--- src/hw/rtl/rational_arithmetic_unit_defines.svh ---
// ----------------------------------------------------------------------------
// rational arithmetic unit assertion macros
// shared property templates for the rational arithmetic unit
// ----------------------------------------------------------------------------
`ifndef RATIONAL_ARITHMETIC_UNIT_DEFINES_SVH
`define RATIONAL_ARITHMETIC_UNIT_DEFINES_SVH

// same-cycle implication, disabled in reset
`define RAU_ASSERT_IMPLY(name, clk, rst_n, ante, cons, msg) \
    name: assert property (@(posedge clk) disable iff (!rst_n) (ante) |-> (cons)) \
        else $error(msg);

// next-cycle implication, disabled in reset
`define RAU_ASSERT_NEXT(name, clk, rst_n, ante, cons, msg) \
    name: assert property (@(posedge clk) disable iff (!rst_n) (ante) |=> (cons)) \
        else $error(msg);

`endif

--- src/hw/rtl/rau_pkg.sv ---
// ----------------------------------------------------------------------------
// rational arithmetic unit package
// item types, op codes and derived widths
// ----------------------------------------------------------------------------
package rau_pkg;

    localparam int OPERAND_BITS = 16;
    localparam int RES_NUM_W    = 32;
    localparam int RES_DEN_W    = 31;

    // raw products and magnitudes
    localparam int MAG_W = 2 * OPERAND_BITS;
    localparam int NUM_W = MAG_W + 1;
    localparam int SUB_W = MAG_W + 1;
    localparam int CNT_W = $clog2(MAG_W + 1);
    localparam int EXT_W = (MAG_W + 1 > RES_NUM_W) ? MAG_W + 1 : RES_NUM_W;

    typedef enum logic [1:0] {
        OP_ADD = 2'd0,
        OP_SUB = 2'd1,
        OP_MUL = 2'd2,
        OP_DIV = 2'd3
    } t_op;

    typedef struct packed {
        t_op                            op;
        logic signed [OPERAND_BITS-1:0] a_num;
        logic        [OPERAND_BITS-2:0] a_den;
        logic signed [OPERAND_BITS-1:0] b_num;
        logic        [OPERAND_BITS-2:0] b_den;
    } t_in_item;

    typedef struct packed {
        logic signed [RES_NUM_W-1:0] res_num;
        logic        [RES_DEN_W-1:0] res_den;
    } t_out_item;

endpackage

--- src/hw/rtl/rau_mul.sv ---
// ----------------------------------------------------------------------------
// rau multiplier
// signed multiplier with registered product, shared by all cross products
// ----------------------------------------------------------------------------
module rau_mul #(
    parameter int W = rau_pkg::OPERAND_BITS
) (
    input  logic                  i_clk,
    input  logic signed [W-1:0]   i_a,
    input  logic signed [W-1:0]   i_b,
    output logic signed [2*W-1:0] o_prod
);

    logic signed [2*W-1:0] r_prod;

    always_ff @(posedge i_clk) begin
        r_prod <= i_a * i_b;
    end

    assign o_prod = r_prod;

endmodule

--- src/hw/rtl/rau_sub.sv ---
// ----------------------------------------------------------------------------
// rau subtractor
// unsigned subtract with borrow, shared by gcd and division steps
// ----------------------------------------------------------------------------
module rau_sub #(
    parameter int W = rau_pkg::SUB_W
) (
    input  logic [W-1:0] i_x,
    input  logic [W-1:0] i_y,
    output logic [W-1:0] o_diff,
    output logic         o_borrow
);

    logic [W:0] w_full;

    assign w_full   = {1'b0, i_x} - {1'b0, i_y};
    assign o_diff   = w_full[W-1:0];
    assign o_borrow = w_full[W];

endmodule

--- src/hw/rtl/rational_arithmetic_unit.sv ---
// ----------------------------------------------------------------------------
// rational arithmetic unit
// add, subtract, multiply or divide two fractions and return the reduced result
// ----------------------------------------------------------------------------
// One item at a time. After an item is taken, the three cross products run
// through one shared multiplier, then signs are normalised. Unless the
// numerator is zero, a binary gcd and two restoring divisions follow, all on
// one shared subtractor, before the result is loaded into the output register.
// The input side is ready again once the result sits in the output register,
// even if it has not yet been taken.
`include "rational_arithmetic_unit_defines.svh"

module rational_arithmetic_unit (
    input  logic                i_clk,
    input  logic                i_rst_n,
    input  logic                i_in_valid,
    output logic                o_in_ready,
    input  rau_pkg::t_in_item   i_in_item,
    output logic                o_out_valid,
    input  logic                i_out_ready,
    output rau_pkg::t_out_item  o_out_item
);

    import rau_pkg::*;

    typedef enum logic [9:0] {
        S_IDLE = 10'b00_0000_0001,
        S_MUL0 = 10'b00_0000_0010,
        S_MUL1 = 10'b00_0000_0100,
        S_MUL2 = 10'b00_0000_1000,
        S_MUL3 = 10'b00_0001_0000,
        S_NORM = 10'b00_0010_0000,
        S_GCD  = 10'b00_0100_0000,
        S_DIVN = 10'b00_1000_0000,
        S_DIVD = 10'b01_0000_0000,
        S_DONE = 10'b10_0000_0000
    } t_state;

    t_state                    r_state, n_state;
    logic                      r_out_valid, n_out_valid;
    t_out_item                 r_out, n_out;
    t_in_item                  r_in, n_in;
    logic signed [NUM_W-1:0]   r_n, n_n;
    logic signed [MAG_W-1:0]   r_d, n_d;
    logic                      r_neg, n_neg;
    logic        [MAG_W-1:0]   r_mag, n_mag;
    logic        [MAG_W-1:0]   r_den, n_den;
    logic        [MAG_W-1:0]   r_u, n_u;
    logic        [MAG_W-1:0]   r_v, n_v;
    logic        [CNT_W-1:0]   r_k, n_k;
    logic        [MAG_W-1:0]   r_g, n_g;
    logic        [MAG_W-1:0]   r_q, n_q;
    logic        [MAG_W-1:0]   r_r, n_r;
    logic        [CNT_W-1:0]   r_cnt, n_cnt;

    // multiplier operands
    logic signed [OPERAND_BITS-1:0] a_den_s, b_den_s, mul_a, mul_b;
    logic signed [MAG_W-1:0]        prod;

    // subtractor operands
    logic [SUB_W-1:0] sub_x, sub_y, sub_diff, abs_diff;
    logic             sub_borrow;
    logic [MAG_W-1:0] half_diff, step_q, step_r;
    logic             last_step;

    // normalisation
    logic [NUM_W-1:0] num_abs;
    logic [MAG_W-1:0] d_abs, den_norm, mag_norm;

    // result formatting
    logic signed [EXT_W-1:0] mag_ext, res_ext;
    logic        [EXT_W-1:0] den_ext;
    logic                    out_free;

    assign a_den_s = $signed({1'b0, r_in.a_den});
    assign b_den_s = $signed({1'b0, r_in.b_den});

    always_comb begin
        case (r_state)
            S_MUL1: begin
                mul_a = a_den_s;
                mul_b = r_in.b_num;
            end
            S_MUL2: begin
                mul_a = a_den_s;
                mul_b = (r_in.op == OP_DIV) ? r_in.b_num : b_den_s;
            end
            default: begin
                mul_a = r_in.a_num;
                mul_b = (r_in.op == OP_MUL) ? r_in.b_num : b_den_s;
            end
        endcase
    end

    rau_mul #(
        .W      (OPERAND_BITS)
    ) u_mul (
        .i_clk  (i_clk),
        .i_a    (mul_a),
        .i_b    (mul_b),
        .o_prod (prod)
    );

    always_comb begin
        case (r_state)
            S_DIVN, S_DIVD: begin
                sub_x = {r_r, r_q[MAG_W-1]};
                sub_y = {1'b0, r_g};
            end
            default: begin
                sub_x = {1'b0, r_u};
                sub_y = {1'b0, r_v};
            end
        endcase
    end

    rau_sub #(
        .W        (SUB_W)
    ) u_sub (
        .i_x      (sub_x),
        .i_y      (sub_y),
        .o_diff   (sub_diff),
        .o_borrow (sub_borrow)
    );

    assign abs_diff  = sub_borrow ? (~sub_diff + SUB_W'(1)) : sub_diff;
    assign half_diff = abs_diff[MAG_W:1];
    assign step_q    = {r_q[MAG_W-2:0], ~sub_borrow};
    assign step_r    = sub_borrow ? sub_x[MAG_W-1:0] : sub_diff[MAG_W-1:0];
    assign last_step = (r_cnt == CNT_W'(MAG_W - 1));

    assign num_abs  = r_n[NUM_W-1] ? NUM_W'(-r_n) : NUM_W'(r_n);
    assign d_abs    = r_d[MAG_W-1] ? MAG_W'(-r_d) : MAG_W'(r_d);
    assign den_norm = (r_d == '0) ? MAG_W'(1) : d_abs;
    assign mag_norm = num_abs[MAG_W-1:0];

    assign mag_ext  = EXT_W'({1'b0, r_mag});
    assign res_ext  = r_neg ? -mag_ext : mag_ext;
    assign den_ext  = EXT_W'(r_den);
    assign out_free = !r_out_valid || i_out_ready;

    always_comb begin
        n_state     = r_state;
        n_out_valid = r_out_valid && !i_out_ready;
        n_out       = r_out;
        n_in        = r_in;
        n_n         = r_n;
        n_d         = r_d;
        n_neg       = r_neg;
        n_mag       = r_mag;
        n_den       = r_den;
        n_u         = r_u;
        n_v         = r_v;
        n_k         = r_k;
        n_g         = r_g;
        n_q         = r_q;
        n_r         = r_r;
        n_cnt       = r_cnt;
        case (r_state)
            S_IDLE: begin
                if (i_in_valid) begin
                    n_in    = i_in_item;
                    n_state = S_MUL0;
                end
            end
            S_MUL0: begin
                n_state = S_MUL1;
            end
            S_MUL1: begin
                n_n     = NUM_W'(prod);
                n_state = S_MUL2;
            end
            S_MUL2: begin
                case (r_in.op)
                    OP_ADD:  n_n = r_n + NUM_W'(prod);
                    OP_SUB:  n_n = r_n - NUM_W'(prod);
                    default: n_n = r_n;
                endcase
                n_state = S_MUL3;
            end
            S_MUL3: begin
                n_d     = prod;
                n_state = S_NORM;
            end
            S_NORM: begin
                if (mag_norm == '0) begin
                    n_neg   = 1'b0;
                    n_mag   = '0;
                    n_den   = MAG_W'(1);
                    n_state = S_DONE;
                end else begin
                    n_neg   = r_n[NUM_W-1] ^ ((r_d != '0) && r_d[MAG_W-1]);
                    n_mag   = mag_norm;
                    n_den   = den_norm;
                    n_u     = mag_norm;
                    n_v     = den_norm;
                    n_k     = '0;
                    n_state = S_GCD;
                end
            end
            S_GCD: begin
                if (r_u == '0 || r_v == '0) begin
                    n_g     = (r_u | r_v) << r_k;
                    n_q     = r_mag;
                    n_r     = '0;
                    n_cnt   = '0;
                    n_state = S_DIVN;
                end else if (!r_u[0] && !r_v[0]) begin
                    n_u = r_u >> 1;
                    n_v = r_v >> 1;
                    n_k = r_k + CNT_W'(1);
                end else if (!r_u[0]) begin
                    n_u = r_u >> 1;
                end else if (!r_v[0]) begin
                    n_v = r_v >> 1;
                end else if (!sub_borrow) begin
                    n_u = half_diff;
                end else begin
                    n_v = half_diff;
                end
            end
            S_DIVN: begin
                n_q   = step_q;
                n_r   = step_r;
                n_cnt = r_cnt + CNT_W'(1);
                if (last_step) begin
                    n_mag   = step_q;
                    n_q     = r_den;
                    n_r     = '0;
                    n_cnt   = '0;
                    n_state = S_DIVD;
                end
            end
            S_DIVD: begin
                n_q   = step_q;
                n_r   = step_r;
                n_cnt = r_cnt + CNT_W'(1);
                if (last_step) begin
                    n_den   = step_q;
                    n_state = S_DONE;
                end
            end
            S_DONE: begin
                if (out_free) begin
                    n_out.res_num = $signed(res_ext[RES_NUM_W-1:0]);
                    n_out.res_den = den_ext[RES_DEN_W-1:0];
                    n_out_valid   = 1'b1;
                    n_state       = S_IDLE;
                end
            end
            default: begin
                n_state = S_IDLE;
            end
        endcase
    end

    always_ff @(posedge i_clk) begin
        if (!i_rst_n) begin
            r_state     <= S_IDLE;
            r_out_valid <= 1'b0;
        end else begin
            r_state     <= n_state;
            r_out_valid <= n_out_valid;
        end
    end

    always_ff @(posedge i_clk) begin
        r_out <= n_out;
        r_in  <= n_in;
        r_n   <= n_n;
        r_d   <= n_d;
        r_neg <= n_neg;
        r_mag <= n_mag;
        r_den <= n_den;
        r_u   <= n_u;
        r_v   <= n_v;
        r_k   <= n_k;
        r_g   <= n_g;
        r_q   <= n_q;
        r_r   <= n_r;
        r_cnt <= n_cnt;
    end

    assign o_in_ready  = (r_state == S_IDLE);
    assign o_out_valid = r_out_valid;
    assign o_out_item  = r_out;

    `RAU_ASSERT_IMPLY(a_den_nonzero, i_clk, i_rst_n, o_out_valid, o_out_item.res_den != '0, "result denominator is zero")
    `RAU_ASSERT_IMPLY(a_zero_over_one, i_clk, i_rst_n, o_out_valid && (o_out_item.res_num == '0), o_out_item.res_den == RES_DEN_W'(1), "zero result not reduced to 0/1")
    `RAU_ASSERT_IMPLY(a_divisor_nonzero, i_clk, i_rst_n, (r_state == S_DIVN) || (r_state == S_DIVD), r_g != '0, "gcd is zero during division")
    `RAU_ASSERT_NEXT(a_gcd_continues, i_clk, i_rst_n, (r_state == S_GCD) && (r_u != '0) && (r_v != '0), r_state == S_GCD, "gcd left before an operand reached zero")

endmodule
--- config.mk ---
export PLATFORM = sky130hd
export DESIGN_NAME = rational_arithmetic_unit
export DESIGN_NICKNAME = d
export VERILOG_FILES = /design/src/hw/rtl/rau_pkg.sv /design/src/hw/rtl/rau_mul.sv /design/src/hw/rtl/rau_sub.sv /design/src/hw/rtl/rational_arithmetic_unit.sv
export VERILOG_INCLUDE_DIRS = /design/src /design/src/hw/rtl
export SDC_FILE = /design/constraint.sdc
export NUM_CORES = 2
export LEC_CHECK = 0
export BUFFER_PORTS_ARGS = -buffer_cell sky130_fd_sc_hd__buf_2
export CORE_AREA = 2 2 255 257
export DETAILED_ROUTE_END_ITERATION = 8
export DIE_AREA = 0 0 257 259
export GPL_ROUTABILITY_DRIVEN = 0
export PLACE_DENSITY = 0.76
export SYNTH_ARGS = -nofsm -noshare
export SYNTH_HDL_FRONTEND = slang
export SYNTH_HIERARCHICAL = 1
export SYNTH_SLANG_ARGS = --single-unit
--- constraint.sdc ---
create_clock -name i_clk -period 16.7 [get_ports i_clk]
set_clock_uncertainty 0.15 [all_clocks]
set_input_delay 0.835 -clock i_clk [delete_from_list [all_inputs] [get_ports i_clk]]
set_output_delay 0.835 -clock i_clk [all_outputs]
set_load 0.01 [all_outputs]
==> flow_metrics.py <==
metrics = {
    "outcome": {
        "outcome": "finished clean",
    },
    "placed_design": {
        "place_hpwl_um": 76000,
        "placed_cells": 4683,
        "port_buffers": 132,
    },
    "cts": {
        "worstSkewPairLatency_ps": 630,
        "clkTransAtPathRegs_ps": 60,
        "clock-root-buffer": "clkbuf_16",
        "ctsResizeCount": 0,
        "cts_tree": "yes",
        "numCtsBuffers": 51,
        "cts_setup_buffers": 0,
        "clock-sinks": 472,
        "cts.htree.levels": 2,
        "cts.hold.buffers_added": 0,
        "cts_max_path_buffers": 3,
    },
    "critical_path": {
        "crit_path_start_kind": "flop",
        "crit_arrival_ps": 9110,
        "cp_common_cell": "fa_1",
        "path_cells": "nor2_1, nand3_1, or4_1, a21oi_1, a21oi_2, buf_4, mux2_2, nand2_1, inv_1, fa_1, fa_1, fa_1, fa_1, fa_1, inv_1, fa_1, inv_1, ha_1, nand3_2, nor4_4, o211ai_4, a31oi_1, nor4_1, nor4_2",
        "crit_type": "flop to flop",
        "critPathCaptureType": "flop",
        "cp_max_fo": 18,
        "critPathSlowestCell": "or4_1",
        "crit_path_max_incr_delay_ps": 990,
        "required_ps": 17090,
    },
    "drt": {
        "drtAntennaViolNets": 0,
        "vias_per_cell": 6.11,
        "drtPass1Iterations": 6,
        "routed_wl_um": 99800,
        "route.detailed.drc": 0,
        "routedWlPerCell_um": 20.9,
        "via_count": 29200,
        "drt_iter0_markers": 2816,
    },
    "finish": {
        "utilization": 0.641,
        "layout-drive-gt1-share": 0.111,
        "multi_input_area_um2": 22200,
        "regArea_um2": 13700,
        "nFillCells": 5171,
        "layout.cells.non_filler": 4775,
        "antenna_cells": 0,
        "syn2layout_area_growth_pct": 7.94,
        "fin_nets": 4367,
    },
    "floorplanning": {
        "core_um2": 63900,
        "rows": 93,
        "die_h_um": 259,
        "die_area_um2": 66600,
        "initial_core_util": 0.594,
        "die_w_um": 257,
        "io_pins": 133,
    },
    "timing": {
        "setup_violations": 0,
        "worst_slew_pin_slew_ps": 1130,
        "finalHoldViolations": 0,
        "fin_tns_setup_ps": 0,
        "maxSlewHeadroom": 0.246,
        "finalCritPeriodShare": 0.522,
        "max_freq_mhz": 115,
        "maxSlewViolCount": 0,
        "final.min_clock_period_ps": 8720,
        "rsz0062_at_grt": "no",
    },
    "synthesis": {
        "async_reset_ff_frac": 0,
        "synth_top_cell_area_share": 0.340,
        "yosysUniqueCellTypes": 110,
        "avgSynthCellArea_um2": 9.86,
        "synth_top_area_cell": "edfxtp_1",
        "netlist_top_cells_area": "edfxtp_1 34%, fa_1 14%, ha_1 5.1%",
        "synth_common_cells": "429 x edfxtp_1, 392 x nand2_1, 368 x inv_1",
        "syn_nets": 4333,
        "seq_area_frac_synth": 0.362,
        "synth_edf_count": 429,
        "syn_area_um2": 37900,
        "synth_most_common_cell": "edfxtp_1",
        "synth_flop_cell": "edfxtp_1",
        "ys_seq_elements": 472,
        "syn_inst": 3847,
        "yosys_warnings": 6,
    },
    "job": {
        "maxCapViolCount": 0,
    },
    "hold_path": {
        "hold_class": "primary input to flop",
    },
    "global_route": {
        "grt_pass1_wl_um": 157000,
        "grt_max_degree": 81,
        "grt_pass1_vias": 28300,
        "track_usage": 0.300,
        "antenna_found_initial": 1,
        "grt_overflow": 0,
    },
}
## layout make-up
type                       count  share of cell area
clock buffer                  64              0.0336
tap                          855              0.0261
sequential                   472               0.336
inverter                     370              0.0339
timing repair buffer         166              0.0224
multi-input combinational   2820               0.541
clock inverter                28             0.00727
## worst max-delay path, delay by kind of cell (launching register included)
| kind | cells | cell delay [ps] |
|---|---|---|
| adders and majority gates | 7 | 3910 |
| and+or+nand+nor | 8 | 2450 |
| AOI/OAI and AO/OA | 4 | 870 |
| muxes | 1 | 440 |
| buffers and inverters | 4 | 430 |
| DFF | 1 | 350 |
## flip-flops by register name (all words and copies together), names as in the netlist, 6 cells and up
name          flops
r_v              32
r_r              32
r_u              32
r_in             34
r_q              32
r_d              32
r_state          10
r_den            32
r_cnt             6
b_den_s          15
r_mag            32
o_out_item       63
u_mul/o_prod     32
r_g              32
r_n              33
r_k               6
a_den_s          15
## final timing paths
| path | start | depth (start not counted) | endpoint | slack [ps] |
|---|---|---|---|---|
| worst min-delay path | i_in_item[24] | 1 | r_in[24]$_DFFE_PP_ | 240 |
| worst max register to register | r_state[7]$_SDFFE_PN0P_ | 24 | u_mul/o_prod[26]$_DFF_P_ | 7980 |
| worst min register to register | r_den[6]$_DFFE_PP_ | 0 | o_out_item[6]$_DFFE_PP_ | 310 |
| worst max-delay path | r_state[7]$_SDFFE_PN0P_ | 24 | u_mul/o_prod[26]$_DFF_P_ | 7980 |
## metal layers
metal	wire length, um	GRT usage	share of wire
met5	16	0	0.00016
met4	5760	0.155	0.058
met3	8890	0.0513	0.089
met2	45700	0.482	0.46
met1	39400	0.392	0.39
## through the flow
stage          hold slack, ps  worst slack, ps  cell area, um2
6_report                  238             7980           41000
2_1_floorplan             277             8740           37900
3_3_place_gp              288             8280           39300
5_1_grt                   221             7570           41000
3_5_place_dp              286             8030           39300
4_1_cts                   209             8030           41000
## kinds of logic (layout without fill, tap and decap cells)
| group | count (synthesis) | count (layout) | share of synthesized area |
|---|---|---|---|
| compound gates | 688 | 688 | 0.122 |
| xor+xnor | 251 | 251 | 0.0579 |
| fa+ha+maj | 418 | 418 | 0.190 |
| buf+inv | 555 | 628 | 0.0564 |
| flops | 472 | 472 | 0.362 |
| mux | 148 | 148 | 0.0424 |
| other cells | 1 | 1 | 0.0000988 |
| simple gates | 1314 | 1314 | 0.169 |
## layout by cell type (no fill, tap or decap), types with 11 or more instances in the layout
cell type,instances
buf_2,132
or3_1,24
nor3_1,110
xnor2_1,176
nand2b_1,32
nor2b_1,22
fa_1,264
a22oi_1,33
o21ai_0,115
a21o_1,29
nand4_1,25
clkbuf_16,52
nand3_1,77
inv_1,368
nor2_1,347
mux2i_1,45
o21a_1,13
and2_1,137
edfxtp_1,429
or4_1,17
a211oi_1,34
nand4b_1,13
o211ai_1,16
nand2_1,392
o41ai_1,11
o31ai_1,35
buf_4,34
a221oi_1,54
ha_1,154
xor2_1,75
nor4_1,33
a21oi_1,214
dfxtp_1,43
a31oi_1,13
mux2_2,103
Power is left out: the tool's default activity adds up to more than one toggle a clock period on the data nets, which glitch-free logic cannot reach.
